File: src/rtl/assert_macros.svh
// ----------------------------------------------------------------------------
// Assertion macros
// Shared concurrent-assertion wrappers for the RTL. Sampled on clk and
// disabled while rst_n is low.
// ----------------------------------------------------------------------------
`ifndef ASSERT_MACROS_SVH
`define ASSERT_MACROS_SVH

// Condition (may hold an implication) checked at every clock edge.
`define CHK_ALWAYS(lbl, cond, msg) \
  lbl: assert property (@(posedge clk) disable iff (!rst_n) (cond)) else $error(msg);

// Antecedent in this cycle implies consequent in the next.
`define CHK_NEXT(lbl, pre, post, msg) \
  lbl: assert property (@(posedge clk) disable iff (!rst_n) (pre) |=> (post)) else $error(msg);

`endif

File: src/rtl/ut2bcd_pkg.sv
// ----------------------------------------------------------------------------
// ut2bcd_pkg
// Constants, types and small helpers for the Unix time to BCD calendar
// converter.
// ----------------------------------------------------------------------------
package ut2bcd_pkg;

  localparam int unsigned NUM_STAGES    = 15;

  // time of day
  localparam int unsigned SEC_PER_DAY   = 86400;
  localparam int unsigned SEC_PER_HOUR  = 3600;
  localparam int unsigned SEC_PER_MIN   = 60;
  localparam int unsigned DAY_RCP       = 32'((64'd1 << 32) / 64'(SEC_PER_DAY)); // k = 32
  localparam int unsigned HOUR_RCP      = (2**17) / SEC_PER_HOUR;  // k = 17
  localparam int unsigned MIN_RCP       = (2**12) / SEC_PER_MIN;   // k = 12

  // weekday: epoch day was a Thursday
  localparam int unsigned WDAY_OFS      = 4;
  localparam int unsigned DAYS_PER_WEEK = 7;
  localparam int unsigned WEEK_RCP      = (2**16) / DAYS_PER_WEEK; // k = 16

  // civil-from-days
  localparam int unsigned EPOCH_SHIFT   = 719468;
  localparam int unsigned DAYS_PER_ERA  = 146097;
  localparam int unsigned ERA_LAST_DOE  = 146096;
  localparam int unsigned ERA_SPLIT     = 5 * DAYS_PER_ERA - EPOCH_SHIFT;
  localparam int unsigned DOE_OFS       = EPOCH_SHIFT - 4 * DAYS_PER_ERA;
  localparam int unsigned DAYS_PER_4Y   = 1460;
  localparam int unsigned DAYS_PER_100Y = 36524;
  localparam int unsigned DAYS_PER_YEAR = 365;
  localparam int unsigned Q4Y_RCP       = (2**18) / DAYS_PER_4Y;   // k = 18
  localparam int unsigned Q100Y_RCP     = (2**18) / DAYS_PER_100Y; // k = 18
  localparam int unsigned YEAR_RCP      = (2**18) / DAYS_PER_YEAR; // k = 18
  localparam int unsigned MP_DAYS       = 153;
  localparam int unsigned MP_RCP        = (2**11) / MP_DAYS;       // k = 11
  localparam int unsigned MONTHS_WRAP   = 10;
  localparam int unsigned YEAR_ERA4     = 1600;
  localparam int unsigned YEAR_ERA5     = 2000;
  localparam int unsigned YEAR_MIN      = 2000;
  localparam int unsigned YEAR_MAX      = 2099;
  localparam int unsigned YEAR_CENTURY  = 1900;

  // Time-of-day fields carried down the date pipeline.
  typedef struct packed {
    logic [4:0] hh;
    logic [5:0] mi;
    logic [5:0] ss;
    logic [2:0] wd;   // 0 = Sunday
  } tod_t;

  // (153 * mp + 2) / 5: day offset of each March-based month
  function automatic logic [8:0] month_start(input logic [3:0] mp);
    logic [8:0] r;
    case (mp)
      4'd0:    r = 9'd0;
      4'd1:    r = 9'd31;
      4'd2:    r = 9'd61;
      4'd3:    r = 9'd92;
      4'd4:    r = 9'd122;
      4'd5:    r = 9'd153;
      4'd6:    r = 9'd184;
      4'd7:    r = 9'd214;
      4'd8:    r = 9'd245;
      4'd9:    r = 9'd275;
      4'd10:   r = 9'd306;
      4'd11:   r = 9'd337;
      default: r = 9'd0;
    endcase
    return r;
  endfunction

  // 0..99 to packed BCD; v * 205 >> 11 is exact v / 10 in this range
  function automatic logic [7:0] bin2bcd(input logic [6:0] v);
    logic [14:0] p;
    logic [3:0]  tens;
    logic [6:0]  units;
    p     = 15'(v) * 15'(205);
    tens  = p[14:11];
    units = v - 7'(tens) * 7'(10);
    return {tens, units[3:0]};
  endfunction

endpackage

File: src/rtl/unix_time_to_bcd_calendar.sv
// ----------------------------------------------------------------------------
// unix_time_to_bcd_calendar
// Unix timestamp to packed-BCD real-time-clock register fields.
//
// Each input beat carries a 32-bit count of seconds since 1970-01-01 00:00:00
// UTC; each output beat carries second, minute, hour (24-hour form, bit 6
// clear), weekday (1 = Sunday .. 7 = Saturday), day, month and year as the
// packed-BCD values a clock chip takes, plus a flag set when the year lies
// outside 2000..2099 (year_bcd then holds the year modulo 100). There is
// exactly one output beat per input beat, in order. The block is a
// 15-stage pipeline that sustains one beat per clock while the output is
// not stalled. Stages hand over with their own valid bits, so a stalled
// output only holds back the stages behind it that are full; empty stages
// keep filling. The divisions by 86400, 3600, 60, 7, 1460, 36524, 365 and
// 153 are each done as a reciprocal multiply in one stage followed by a
// single compare-and-subtract fixup in the next, which sets the stage count.
// ----------------------------------------------------------------------------
module unix_time_to_bcd_calendar
  import ut2bcd_pkg::*;
(
  input  logic        clk,
  input  logic        rst_n,

  input  logic        in_tvalid,
  output logic        in_tready,
  input  logic [31:0] in_tdata,   // [31:0] unix_seconds

  output logic        out_tvalid,
  input  logic        out_tready,
  // [6:0] second_bcd, [13:7] minute_bcd, [19:14] hour_bcd, [22:20] weekday,
  // [28:23] day_bcd, [33:29] month_bcd, [41:34] year_bcd,
  // [42] year_out_of_range, [47:43] zero
  output logic [47:0] out_tdata
);

  localparam int unsigned LAST = NUM_STAGES - 1;

  // --------------------------------------------------------------------------
  // Stage handshake: a stage loads when it is empty or its content moves on.
  // --------------------------------------------------------------------------
  logic [LAST:0] v_r;
  logic [LAST:0] v_nxt;
  logic [LAST:0] en;

  always_comb begin
    en[LAST] = !v_r[LAST] || out_tready;
    for (int i = LAST - 1; i >= 0; i--) begin
      en[i] = !v_r[i] || en[i+1];
    end
  end

  always_comb begin
    v_nxt = v_r;
    if (en[0]) begin
      v_nxt[0] = in_tvalid;
    end
    for (int i = 1; i <= LAST; i++) begin
      if (en[i]) begin
        v_nxt[i] = v_r[i-1];
      end
    end
  end

  always_ff @(posedge clk) begin
    if (!rst_n) begin
      v_r <= '0;
    end else begin
      v_r <= v_nxt;
    end
  end

  assign in_tready  = en[0];
  assign out_tvalid = v_r[LAST];

  // --------------------------------------------------------------------------
  // Stage 0: estimate days = t / 86400 (may be one low).
  // --------------------------------------------------------------------------
  logic [31:0] t0_r;
  logic [15:0] dq0_r, dq0_nxt;
  logic [47:0] day_prod;

  assign day_prod = 48'(in_tdata) * 48'(DAY_RCP);
  assign dq0_nxt  = day_prod[47:32];

  always_ff @(posedge clk) begin
    if (en[0]) begin
      t0_r  <= in_tdata;
      dq0_r <= dq0_nxt;
    end
  end

  // --------------------------------------------------------------------------
  // Stage 1: fix days, seconds of day.
  // --------------------------------------------------------------------------
  logic [15:0] days1_r, days1_nxt;
  logic [16:0] sod1_r, sod1_nxt;
  logic [31:0] day_sec;
  logic [17:0] sod_raw;
  logic        day_fix;

  assign day_sec   = 32'(dq0_r) * 32'(SEC_PER_DAY);
  assign sod_raw   = 18'(t0_r - day_sec);
  assign day_fix   = sod_raw >= 18'(SEC_PER_DAY);
  assign days1_nxt = dq0_r + 16'(day_fix);
  assign sod1_nxt  = 17'(day_fix ? sod_raw - 18'(SEC_PER_DAY) : sod_raw);

  always_ff @(posedge clk) begin
    if (en[1]) begin
      days1_r <= days1_nxt;
      sod1_r  <= sod1_nxt;
    end
  end

  // --------------------------------------------------------------------------
  // Stage 2: hour estimate; era and day of era; weekday estimate.
  // Every 32-bit timestamp falls in era 4 or era 5 (split at 2000-03-01).
  // --------------------------------------------------------------------------
  logic [16:0] sod2_r;
  logic [4:0]  hq0_r, hq0_nxt;
  logic        era2_r, era2_nxt;
  logic [17:0] doe2_r, doe2_nxt;
  logic [15:0] w2_r, w2_nxt;
  logic [12:0] wq0_r, wq0_nxt;
  logic [22:0] hour_prod;
  logic [31:0] week_prod;

  assign hour_prod = 23'(sod1_r) * 23'(HOUR_RCP);
  assign hq0_nxt   = hour_prod[21:17];
  assign era2_nxt  = days1_r >= 16'(ERA_SPLIT);
  assign doe2_nxt  = era2_nxt ? 18'(days1_r) - 18'(ERA_SPLIT)
                              : 18'(days1_r) + 18'(DOE_OFS);
  assign w2_nxt    = days1_r + 16'(WDAY_OFS);
  assign week_prod = 32'(w2_nxt) * 32'(WEEK_RCP);
  assign wq0_nxt   = week_prod[28:16];

  always_ff @(posedge clk) begin
    if (en[2]) begin
      sod2_r <= sod1_r;
      hq0_r  <= hq0_nxt;
      era2_r <= era2_nxt;
      doe2_r <= doe2_nxt;
      w2_r   <= w2_nxt;
      wq0_r  <= wq0_nxt;
    end
  end

  // --------------------------------------------------------------------------
  // Stage 3: fix hour; weekday; estimates of doe / 1460 and doe / 36524.
  // --------------------------------------------------------------------------
  logic [4:0]  hh3_r, hh3_nxt;
  logic [11:0] rem3_r, rem3_nxt;
  logic [2:0]  wd3_r, wd3_nxt;
  logic        era3_r;
  logic [17:0] doe3_r;
  logic [7:0]  q4y3_r, q4y3_nxt;
  logic [2:0]  q100y3_r, q100y3_nxt;
  logic        last3_r, last3_nxt;
  logic [12:0] hr_raw;
  logic        hr_fix;
  logic [3:0]  wr_raw;
  logic [25:0] q4y_prod;
  logic [20:0] q100y_prod;

  assign hr_raw     = 13'(sod2_r - 17'(hq0_r) * 17'(SEC_PER_HOUR));
  assign hr_fix     = hr_raw >= 13'(SEC_PER_HOUR);
  assign hh3_nxt    = hq0_r + 5'(hr_fix);
  assign rem3_nxt   = 12'(hr_fix ? hr_raw - 13'(SEC_PER_HOUR) : hr_raw);
  assign wr_raw     = 4'(w2_r - 16'(wq0_r) * 16'(DAYS_PER_WEEK));
  assign wd3_nxt    = 3'((wr_raw >= 4'(DAYS_PER_WEEK)) ? wr_raw - 4'(DAYS_PER_WEEK)
                                                      : wr_raw);
  assign q4y_prod   = 26'(doe2_r) * 26'(Q4Y_RCP);
  assign q4y3_nxt   = q4y_prod[25:18];
  assign q100y_prod = 21'(doe2_r) * 21'(Q100Y_RCP);
  assign q100y3_nxt = q100y_prod[20:18];
  assign last3_nxt  = doe2_r == 18'(ERA_LAST_DOE);

  always_ff @(posedge clk) begin
    if (en[3]) begin
      hh3_r    <= hh3_nxt;
      rem3_r   <= rem3_nxt;
      wd3_r    <= wd3_nxt;
      era3_r   <= era2_r;
      doe3_r   <= doe2_r;
      q4y3_r   <= q4y3_nxt;
      q100y3_r <= q100y3_nxt;
      last3_r  <= last3_nxt;
    end
  end

  // --------------------------------------------------------------------------
  // Stage 4: minute estimate; fix the leap-cycle quotients.
  // --------------------------------------------------------------------------
  logic [4:0]  hh4_r;
  logic [11:0] rem4_r;
  logic [6:0]  mq0_r, mq0_nxt;
  logic [2:0]  wd4_r;
  logic        era4_r;
  logic [17:0] doe4_r;
  logic [7:0]  a4_r, a4_nxt;
  logic [2:0]  b4_r, b4_nxt;
  logic        last4_r;
  logic [18:0] min_prod;
  logic [11:0] r4y;
  logic [16:0] r100y;

  assign min_prod = 19'(rem3_r) * 19'(MIN_RCP);
  assign mq0_nxt  = min_prod[18:12];
  assign r4y      = 12'(doe3_r - 18'(q4y3_r) * 18'(DAYS_PER_4Y));
  assign a4_nxt   = q4y3_r + 8'(r4y >= 12'(DAYS_PER_4Y));
  assign r100y    = 17'(doe3_r - 18'(q100y3_r) * 18'(DAYS_PER_100Y));
  assign b4_nxt   = q100y3_r + 3'(r100y >= 17'(DAYS_PER_100Y));

  always_ff @(posedge clk) begin
    if (en[4]) begin
      hh4_r   <= hh3_r;
      rem4_r  <= rem3_r;
      mq0_r   <= mq0_nxt;
      wd4_r   <= wd3_r;
      era4_r  <= era3_r;
      doe4_r  <= doe3_r;
      a4_r    <= a4_nxt;
      b4_r    <= b4_nxt;
      last4_r <= last3_r;
    end
  end

  // --------------------------------------------------------------------------
  // Stage 5: fix minute, seconds; leap-corrected day count for the year.
  // --------------------------------------------------------------------------
  tod_t        tod_r [5:LAST-1];
  tod_t        tod5_nxt;
  logic        era5_r;
  logic [17:0] doe5_r;
  logic [17:0] num5_r, num5_nxt;
  logic [6:0]  mr_raw;
  logic        mr_fix;
  logic [6:0]  mi_full;

  assign mr_raw       = 7'(rem4_r - 12'(mq0_r) * 12'(SEC_PER_MIN));
  assign mr_fix       = mr_raw >= 7'(SEC_PER_MIN);
  assign mi_full      = mq0_r + 7'(mr_fix);
  assign tod5_nxt.hh  = hh4_r;
  assign tod5_nxt.mi  = mi_full[5:0];
  assign tod5_nxt.ss  = 6'(mr_fix ? mr_raw - 7'(SEC_PER_MIN) : mr_raw);
  assign tod5_nxt.wd  = wd4_r;
  assign num5_nxt     = doe4_r - 18'(a4_r) + 18'(b4_r) - 18'(last4_r);

  always_ff @(posedge clk) begin
    if (en[5]) begin
      tod_r[5] <= tod5_nxt;
      era5_r   <= era4_r;
      doe5_r   <= doe4_r;
      num5_r   <= num5_nxt;
    end
  end

  // time-of-day fields ride along with the date stages
  for (genvar g = 6; g <= LAST - 1; g++) begin : g_tod
    always_ff @(posedge clk) begin
      if (en[g]) begin
        tod_r[g] <= tod_r[g-1];
      end
    end
  end

  // --------------------------------------------------------------------------
  // Stage 6: year-of-era estimate.
  // --------------------------------------------------------------------------
  logic        era6_r;
  logic [17:0] doe6_r;
  logic [17:0] num6_r;
  logic [8:0]  yq0_r, yq0_nxt;
  logic [27:0] year_prod;

  assign year_prod = 28'(num5_r) * 28'(YEAR_RCP);
  assign yq0_nxt   = year_prod[26:18];

  always_ff @(posedge clk) begin
    if (en[6]) begin
      era6_r <= era5_r;
      doe6_r <= doe5_r;
      num6_r <= num5_r;
      yq0_r  <= yq0_nxt;
    end
  end

  // --------------------------------------------------------------------------
  // Stage 7: fix year of era.
  // --------------------------------------------------------------------------
  logic        era7_r;
  logic [17:0] doe7_r;
  logic [8:0]  yoe7_r, yoe7_nxt;
  logic [9:0]  yr_raw;

  assign yr_raw   = 10'(num6_r - 18'(yq0_r) * 18'(DAYS_PER_YEAR));
  assign yoe7_nxt = yq0_r + 9'(yr_raw >= 10'(DAYS_PER_YEAR));

  always_ff @(posedge clk) begin
    if (en[7]) begin
      era7_r <= era6_r;
      doe7_r <= doe6_r;
      yoe7_r <= yoe7_nxt;
    end
  end

  // --------------------------------------------------------------------------
  // Stage 8: days before this year of era; March-based year.
  // --------------------------------------------------------------------------
  logic [17:0] doe8_r;
  logic [17:0] sub8_r, sub8_nxt;
  logic [11:0] y8_r, y8_nxt;
  logic [1:0]  cent;

  always_comb begin
    if (yoe7_r >= 9'd300) begin
      cent = 2'd3;
    end else if (yoe7_r >= 9'd200) begin
      cent = 2'd2;
    end else if (yoe7_r >= 9'd100) begin
      cent = 2'd1;
    end else begin
      cent = 2'd0;
    end
  end

  assign sub8_nxt = 18'(yoe7_r) * 18'(DAYS_PER_YEAR) + 18'(yoe7_r[8:2]) - 18'(cent);
  assign y8_nxt   = 12'(yoe7_r) + (era7_r ? 12'(YEAR_ERA5) : 12'(YEAR_ERA4));

  always_ff @(posedge clk) begin
    if (en[8]) begin
      doe8_r <= doe7_r;
      sub8_r <= sub8_nxt;
      y8_r   <= y8_nxt;
    end
  end

  // --------------------------------------------------------------------------
  // Stage 9: day of year (March-based).
  // --------------------------------------------------------------------------
  logic [8:0]  doy9_r, doy9_nxt;
  logic [11:0] y9_r;

  assign doy9_nxt = 9'(doe8_r - sub8_r);

  always_ff @(posedge clk) begin
    if (en[9]) begin
      doy9_r <= doy9_nxt;
      y9_r   <= y8_r;
    end
  end

  // --------------------------------------------------------------------------
  // Stage 10: month estimate from (5 * doy + 2) / 153.
  // --------------------------------------------------------------------------
  logic [8:0]  doy10_r;
  logic [11:0] y10_r;
  logic [10:0] x10_r, x10_nxt;
  logic [3:0]  mpq10_r, mpq10_nxt;
  logic [14:0] mp_prod;

  assign x10_nxt   = 11'(doy9_r) * 11'(5) + 11'(2);
  assign mp_prod   = 15'(x10_nxt) * 15'(MP_RCP);
  assign mpq10_nxt = mp_prod[14:11];

  always_ff @(posedge clk) begin
    if (en[10]) begin
      doy10_r <= doy9_r;
      y10_r   <= y9_r;
      x10_r   <= x10_nxt;
      mpq10_r <= mpq10_nxt;
    end
  end

  // --------------------------------------------------------------------------
  // Stage 11: fix March-based month.
  // --------------------------------------------------------------------------
  logic [8:0]  doy11_r;
  logic [11:0] y11_r;
  logic [3:0]  mp11_r, mp11_nxt;
  logic [8:0]  mpr_raw;

  assign mpr_raw  = 9'(x10_r - 11'(mpq10_r) * 11'(MP_DAYS));
  assign mp11_nxt = mpq10_r + 4'(mpr_raw >= 9'(MP_DAYS));

  always_ff @(posedge clk) begin
    if (en[11]) begin
      doy11_r <= doy10_r;
      y11_r   <= y10_r;
      mp11_r  <= mp11_nxt;
    end
  end

  // --------------------------------------------------------------------------
  // Stage 12: day of month, civil month, civil year.
  // --------------------------------------------------------------------------
  logic [4:0]  dd12_r, dd12_nxt;
  logic [3:0]  mm12_r, mm12_nxt;
  logic [11:0] year12_r, year12_nxt;
  logic        jan_feb;

  assign jan_feb    = mp11_r >= 4'(MONTHS_WRAP);
  assign dd12_nxt   = 5'(doy11_r - month_start(mp11_r) + 9'd1);
  assign mm12_nxt   = jan_feb ? mp11_r - 4'd9 : mp11_r + 4'd3;
  assign year12_nxt = y11_r + 12'(jan_feb);

  always_ff @(posedge clk) begin
    if (en[12]) begin
      dd12_r   <= dd12_nxt;
      mm12_r   <= mm12_nxt;
      year12_r <= year12_nxt;
    end
  end

  // --------------------------------------------------------------------------
  // Stage 13: two-digit year and range flag (years span 1970..2106).
  // --------------------------------------------------------------------------
  logic [4:0] dd13_r;
  logic [3:0] mm13_r;
  logic [6:0] yy13_r, yy13_nxt;
  logic       oor13_r, oor13_nxt;
  logic [7:0] ycent;

  assign ycent     = 8'(year12_r - 12'(YEAR_CENTURY));
  assign yy13_nxt  = 7'((ycent >= 8'd200) ? ycent - 8'd200 :
                        (ycent >= 8'd100) ? ycent - 8'd100 : ycent);
  assign oor13_nxt = (year12_r < 12'(YEAR_MIN)) || (year12_r > 12'(YEAR_MAX));

  always_ff @(posedge clk) begin
    if (en[13]) begin
      dd13_r  <= dd12_r;
      mm13_r  <= mm12_r;
      yy13_r  <= yy13_nxt;
      oor13_r <= oor13_nxt;
    end
  end

  // --------------------------------------------------------------------------
  // Stage 14: BCD packing into the output register.
  // --------------------------------------------------------------------------
  logic [7:0] sec_bcd, min_bcd, hour_bcd, day_bcd, mon_bcd, yr_bcd;
  logic [6:0] sec_r;
  logic [6:0] min_r;
  logic [5:0] hour_r;
  logic [2:0] wday_r, wday_nxt;
  logic [5:0] day_r;
  logic [4:0] mon_r;
  logic [7:0] yr_r;
  logic       oor_r;

  assign sec_bcd  = bin2bcd(7'(tod_r[LAST-1].ss));
  assign min_bcd  = bin2bcd(7'(tod_r[LAST-1].mi));
  assign hour_bcd = bin2bcd(7'(tod_r[LAST-1].hh));
  assign day_bcd  = bin2bcd(7'(dd13_r));
  assign mon_bcd  = bin2bcd(7'(mm13_r));
  assign yr_bcd   = bin2bcd(yy13_r);
  assign wday_nxt = tod_r[LAST-1].wd + 3'd1;

  always_ff @(posedge clk) begin
    if (en[LAST]) begin
      sec_r  <= sec_bcd[6:0];
      min_r  <= min_bcd[6:0];
      hour_r <= hour_bcd[5:0];
      wday_r <= wday_nxt;
      day_r  <= day_bcd[5:0];
      mon_r  <= mon_bcd[4:0];
      yr_r   <= yr_bcd;
      oor_r  <= oor13_r;
    end
  end

  assign out_tdata = {5'b0, oor_r, yr_r, mon_r, day_r, wday_r, hour_r, min_r, sec_r};

  // --------------------------------------------------------------------------
  // Checks
  // --------------------------------------------------------------------------
`include "assert_macros.svh"

  `CHK_NEXT(a_entry_valid, in_tvalid && in_tready, v_r[0], "accepted beat not captured")
  `CHK_ALWAYS(a_sod_range, v_r[1] |-> (sod1_r < 17'(SEC_PER_DAY)), "seconds of day out of range")
  `CHK_ALWAYS(a_mp_range, v_r[11] |-> (mp11_r < 4'd12), "March-based month out of range")
  `CHK_ALWAYS(a_wday_nonzero, v_r[LAST] |-> (wday_r != 3'd0), "weekday zero at output")

endmodule

File: config.mk
export PLATFORM = sky130hd
export DESIGN_NAME = unix_time_to_bcd_calendar
export DESIGN_NICKNAME = d
export VERILOG_FILES = /design/src/rtl/ut2bcd_pkg.sv /design/src/rtl/unix_time_to_bcd_calendar.sv
export VERILOG_INCLUDE_DIRS = /design/src /design/src/rtl
export SDC_FILE = /design/constraint.sdc
export NUM_CORES = 2
export LEC_CHECK = 0
export BUFFER_PORTS_ARGS = -buffer_cell sky130_fd_sc_hd__buf_2
export CORE_MARGIN = 2
export CORE_UTILIZATION = 45
export DETAILED_ROUTE_END_ITERATION = 8
export GPL_TIMING_DRIVEN = 1
export PLACE_DENSITY_LB_ADDON = 0.12
export SKIP_CTS_REPAIR_TIMING = 1
export SYNTH_ARGS = -nofsm -noshare
export SYNTH_HDL_FRONTEND = slang
export SYNTH_SLANG_ARGS = --single-unit
File: constraint.sdc
create_clock -name clk -period 8.75 [get_ports clk]
set_clock_uncertainty 0.15 [all_clocks]
set_input_delay 1.75 -clock clk [delete_from_list [all_inputs] [get_ports clk]]
set_output_delay 1.75 -clock clk [all_outputs]
set_load 0.03 [all_outputs]
==> summary.md <==
| Metric | Value |
|---|---|
| Run status | `finished, final reports clean` |
| Die height | `344 microns` |
| GPL Wtd Cong | `0.834` |
| Final Cell Area | `0.0572 sq mm` |
| Startpoint Class | `primary input` |
| Vias per std cell | `4.89` |
| Worst Path Arrival | `7.29 ns` |
| N_diodes | `0` |
| Root Driver | `clkbuf_16` |
| Worst-Skew Late Latency | `0.65 ns` |
| FF+latch count, synth | `674` |
| Max clock buf depth | `3` |
| Synthesis warning total | `0` |
| Post-Synth Simple-Gate Area | `0.0476` |
| First-pass GRT wire length | `160000 microns` |
| Crit end category | `flop` |
| RSZ-0062 raised after global routing | `no` |
| CTS buffer count | `79` |
| Iter 0 DRT Violations | `982` |
| Min-delay src | `tod_r[0][257]` |
| Ys async rst share | `0` |
| Detailed Routing Iterations Pass 1 | `4` |
| Hold WC Path Type | `flop to flop` |
| Cell area after synthesis | `0.0520 sq mm` |
| Post-Place Cells | `5885` |
| FF-to-FF path depth | `23` |
| Setup tns final | `0 ns` |
| Initial antenna violation count | `0` |
| WL final | `94800 microns` |
| FMAX | `144 MHz` |
| Final-report setup violation count | `0` |
| Mux cell area share after synthesis | `0.00224` |
| Syn_area_per_cell | `12.1 sq um` |
| Crit path time final | `6.93 ns` |
| Slew Limit Fails | `0` |
| Die width | `344 microns` |
| DR WL/cell | `15.7 microns` |
| Commonest non-fill, non-tap cell in the layout | `ha_1` |
| Post-route DRC | `0` |
| Placed Area | `0.0544 sq mm` |
| Final ANT Viol Nets | `0` |
| Post-Layout Cell Count | `6031` |
| Largest net degree at the start of global routing | `53` |
| Hpwl dp | `77200 microns` |
| Count of unique library cells instantiated by Yosys | `69` |
| FF-to-FF End | `days1_r[12]` |
| Post-Synth Adder-Cell Area | `0.375` |
| Via total after detailed routing | `29500` |
| Layout cell share with drive strength beyond 1 | `0.0578` |
| Syn Inst Count | `4297` |
| Syn-to-layout area delta | `9.87%` |
| Leading cell types in the layout, fill and taps excluded | `ha_1, inv_1, edfxtp_1` |
| Tcrit/Tclk final | `0.793` |
| Rel. slew slack | `0.343` |
| Max_cap viols | `0` |
| Main combinational cell family by area after synthesis | `adder cells` |
| Overall Global Routing Usage | `0.169` |
| Hold path depth | `0` |
| I/O pin total | `86` |
| Row count | `124` |
| Kind of critical path | `primary input to flop` |
| Htree depth | `3` |
| Clock Sinks | `674` |
| Final #Nets | `5821` |
| Final Hold Viols | `0` |
| Worst-margin pin slew | `0.985 ns` |
| Clock slew at reported path FFs | `0.06 ns` |
| Synth Area in Compound Gates | `0.0655` |
| Core ar. | `0.115 sq mm` |
| R2R Path Start | `dq0_r[0]` |
| WP data required | `9.10 ns` |
| Flop2flop setup slack | `2.24 ns` |
| CTS tree | `yes` |
| Die Area | `0.118 sq mm` |
| Hold endpoint | `tod_r[0][277]` |
| Fin worst setup slack | `1.82 ns` |
| Crit Path Max Fanout | `5` |
| Dpl ws | `1.13 ns` |
| Count of flip-flops with a built-in enable after synthesis | `654` |
| Synth Flop Type | `edfxtp_1` |
| Register area share after synthesis | `0.385` |
| I/O Buffers | `80` |
| Vias in the first global route | `31400` |
| Synth Area in XOR/XNOR | `0.0591` |
| Initial core utilization | `0.454` |
| Gr ovfl total | `0` |
==> flip-flops by register name (all words and copies together), names as in the netlist, 13 cells and up, named ones only <==
signal,flops
days1_r,16
num5_r,18
v_r,15
doe3_r,18
tod_r,180
doe4_r,18
t0_r,18
sod2_r,13
dq0_r,16
doe2_r,18
sod1_r,17
==> cell usage after synthesis (all sizes together), types with 8 or more instances <==
cell	instances	area [sq um]
buf	8	55.1
nor3	40	200
o211ai	15	113
nor2	130	488
dfxtp	20	400
edfxtp	654	19600
or3	8	50.1
a41o	12	120
o21bai	20	150
o31ai	10	75.1
fa	379	7590
clkbuf	14	52.6
inv	880	3300
nand3	57	285
o21ai	103	515
nand2	109	409
a211oi	11	82.6
nand2b	26	163
nor4	11	68.8
xor2	91	797
or2	19	119
a21oi	139	699
a31oi	19	119
and3	20	125
a21o	73	548
nand4	19	119
nor2b	40	250
ha	952	11900
o21a	54	405
a21boi	12	90.1
xnor2	260	2280
==> final cells by class <==
| class | count | area, sq um |
|---|---|---|
| Clock inverter | 57 | 768 |
| Tap cell | 1512 | 1890 |
| Clock buffer | 89 | 2040 |
| Sequential cell | 674 | 20000 |
| Multi-Input combinational cell | 2725 | 28600 |
| Fill cell | 10200 | 57300 |
| Inverter | 880 | 3300 |
| Timing Repair Buffer | 94 | 505 |
==> per-stage QoR <==
stage                     hold WS [ns]   util
after floorplan                  0.250      -
after global placement           0.250  0.475
after detailed placement         0.255  0.475
after CTS                        0.242  0.499
after global routing             0.246  0.499
final                            0.251  0.499
==> cell families after synthesis <==
kind of cell,count (synthesis)
mux,11
compound gates,523
other cells,1
fa+ha+maj,1331
buf+inv,902
xor+xnor,351
flops,674
simple gates,504
==> routing by layer <==
| metal | track usage | wire [microns] | up-vias |
|---|---|---|---|
| li1 | - | - | 14900 |
| met1 | 0.206 | 41300 | 14300 |
| met2 | 0.316 | 49700 | 219 |
| met3 | 0.0208 | 1820 | 102 |
| met5 | 0 | 0 | - |
| met4 | 0.0399 | 1950 | 0 |
==> worst max-delay path, cell delays in order <==
cell and delay, ns:
buf_2 0.12, inv_1 0.13, fa_1 0.56, inv_1 0.05, ha_1 0.27, ha_1 0.33, fa_1 0.48, fa_1 0.54
fa_1 0.49, ha_1 0.36, a21oi_1 0.14, o211ai_1 0.11, o41a_1 0.36, a211o_1 0.27, a21o_1 0.17, o31a_1 0.34
o21a_1 0.22, or4_1 0.48, nand4_1 0.10
==> how the worst max path moves through the flow <==
stage	startpoint	end	slack (ns)
2_1_floorplan	in_tdata[29]	dq0_r[15]	1.63
4_1_cts	in_tdata[29]	dq0_r[15]	1.83
6_report	in_tdata[29]	dq0_r[15]	1.82
3_5_place_dp	in_tdata[29]	dq0_r[15]	1.13
3_3_place_gp	in_tdata[29]	dq0_r[15]	1.23
5_1_grt	in_tdata[29]	dq0_r[15]	1.57
Power is not shown: default switching activity piles up to over one toggle a cycle in this logic, so the estimate is an artifact.
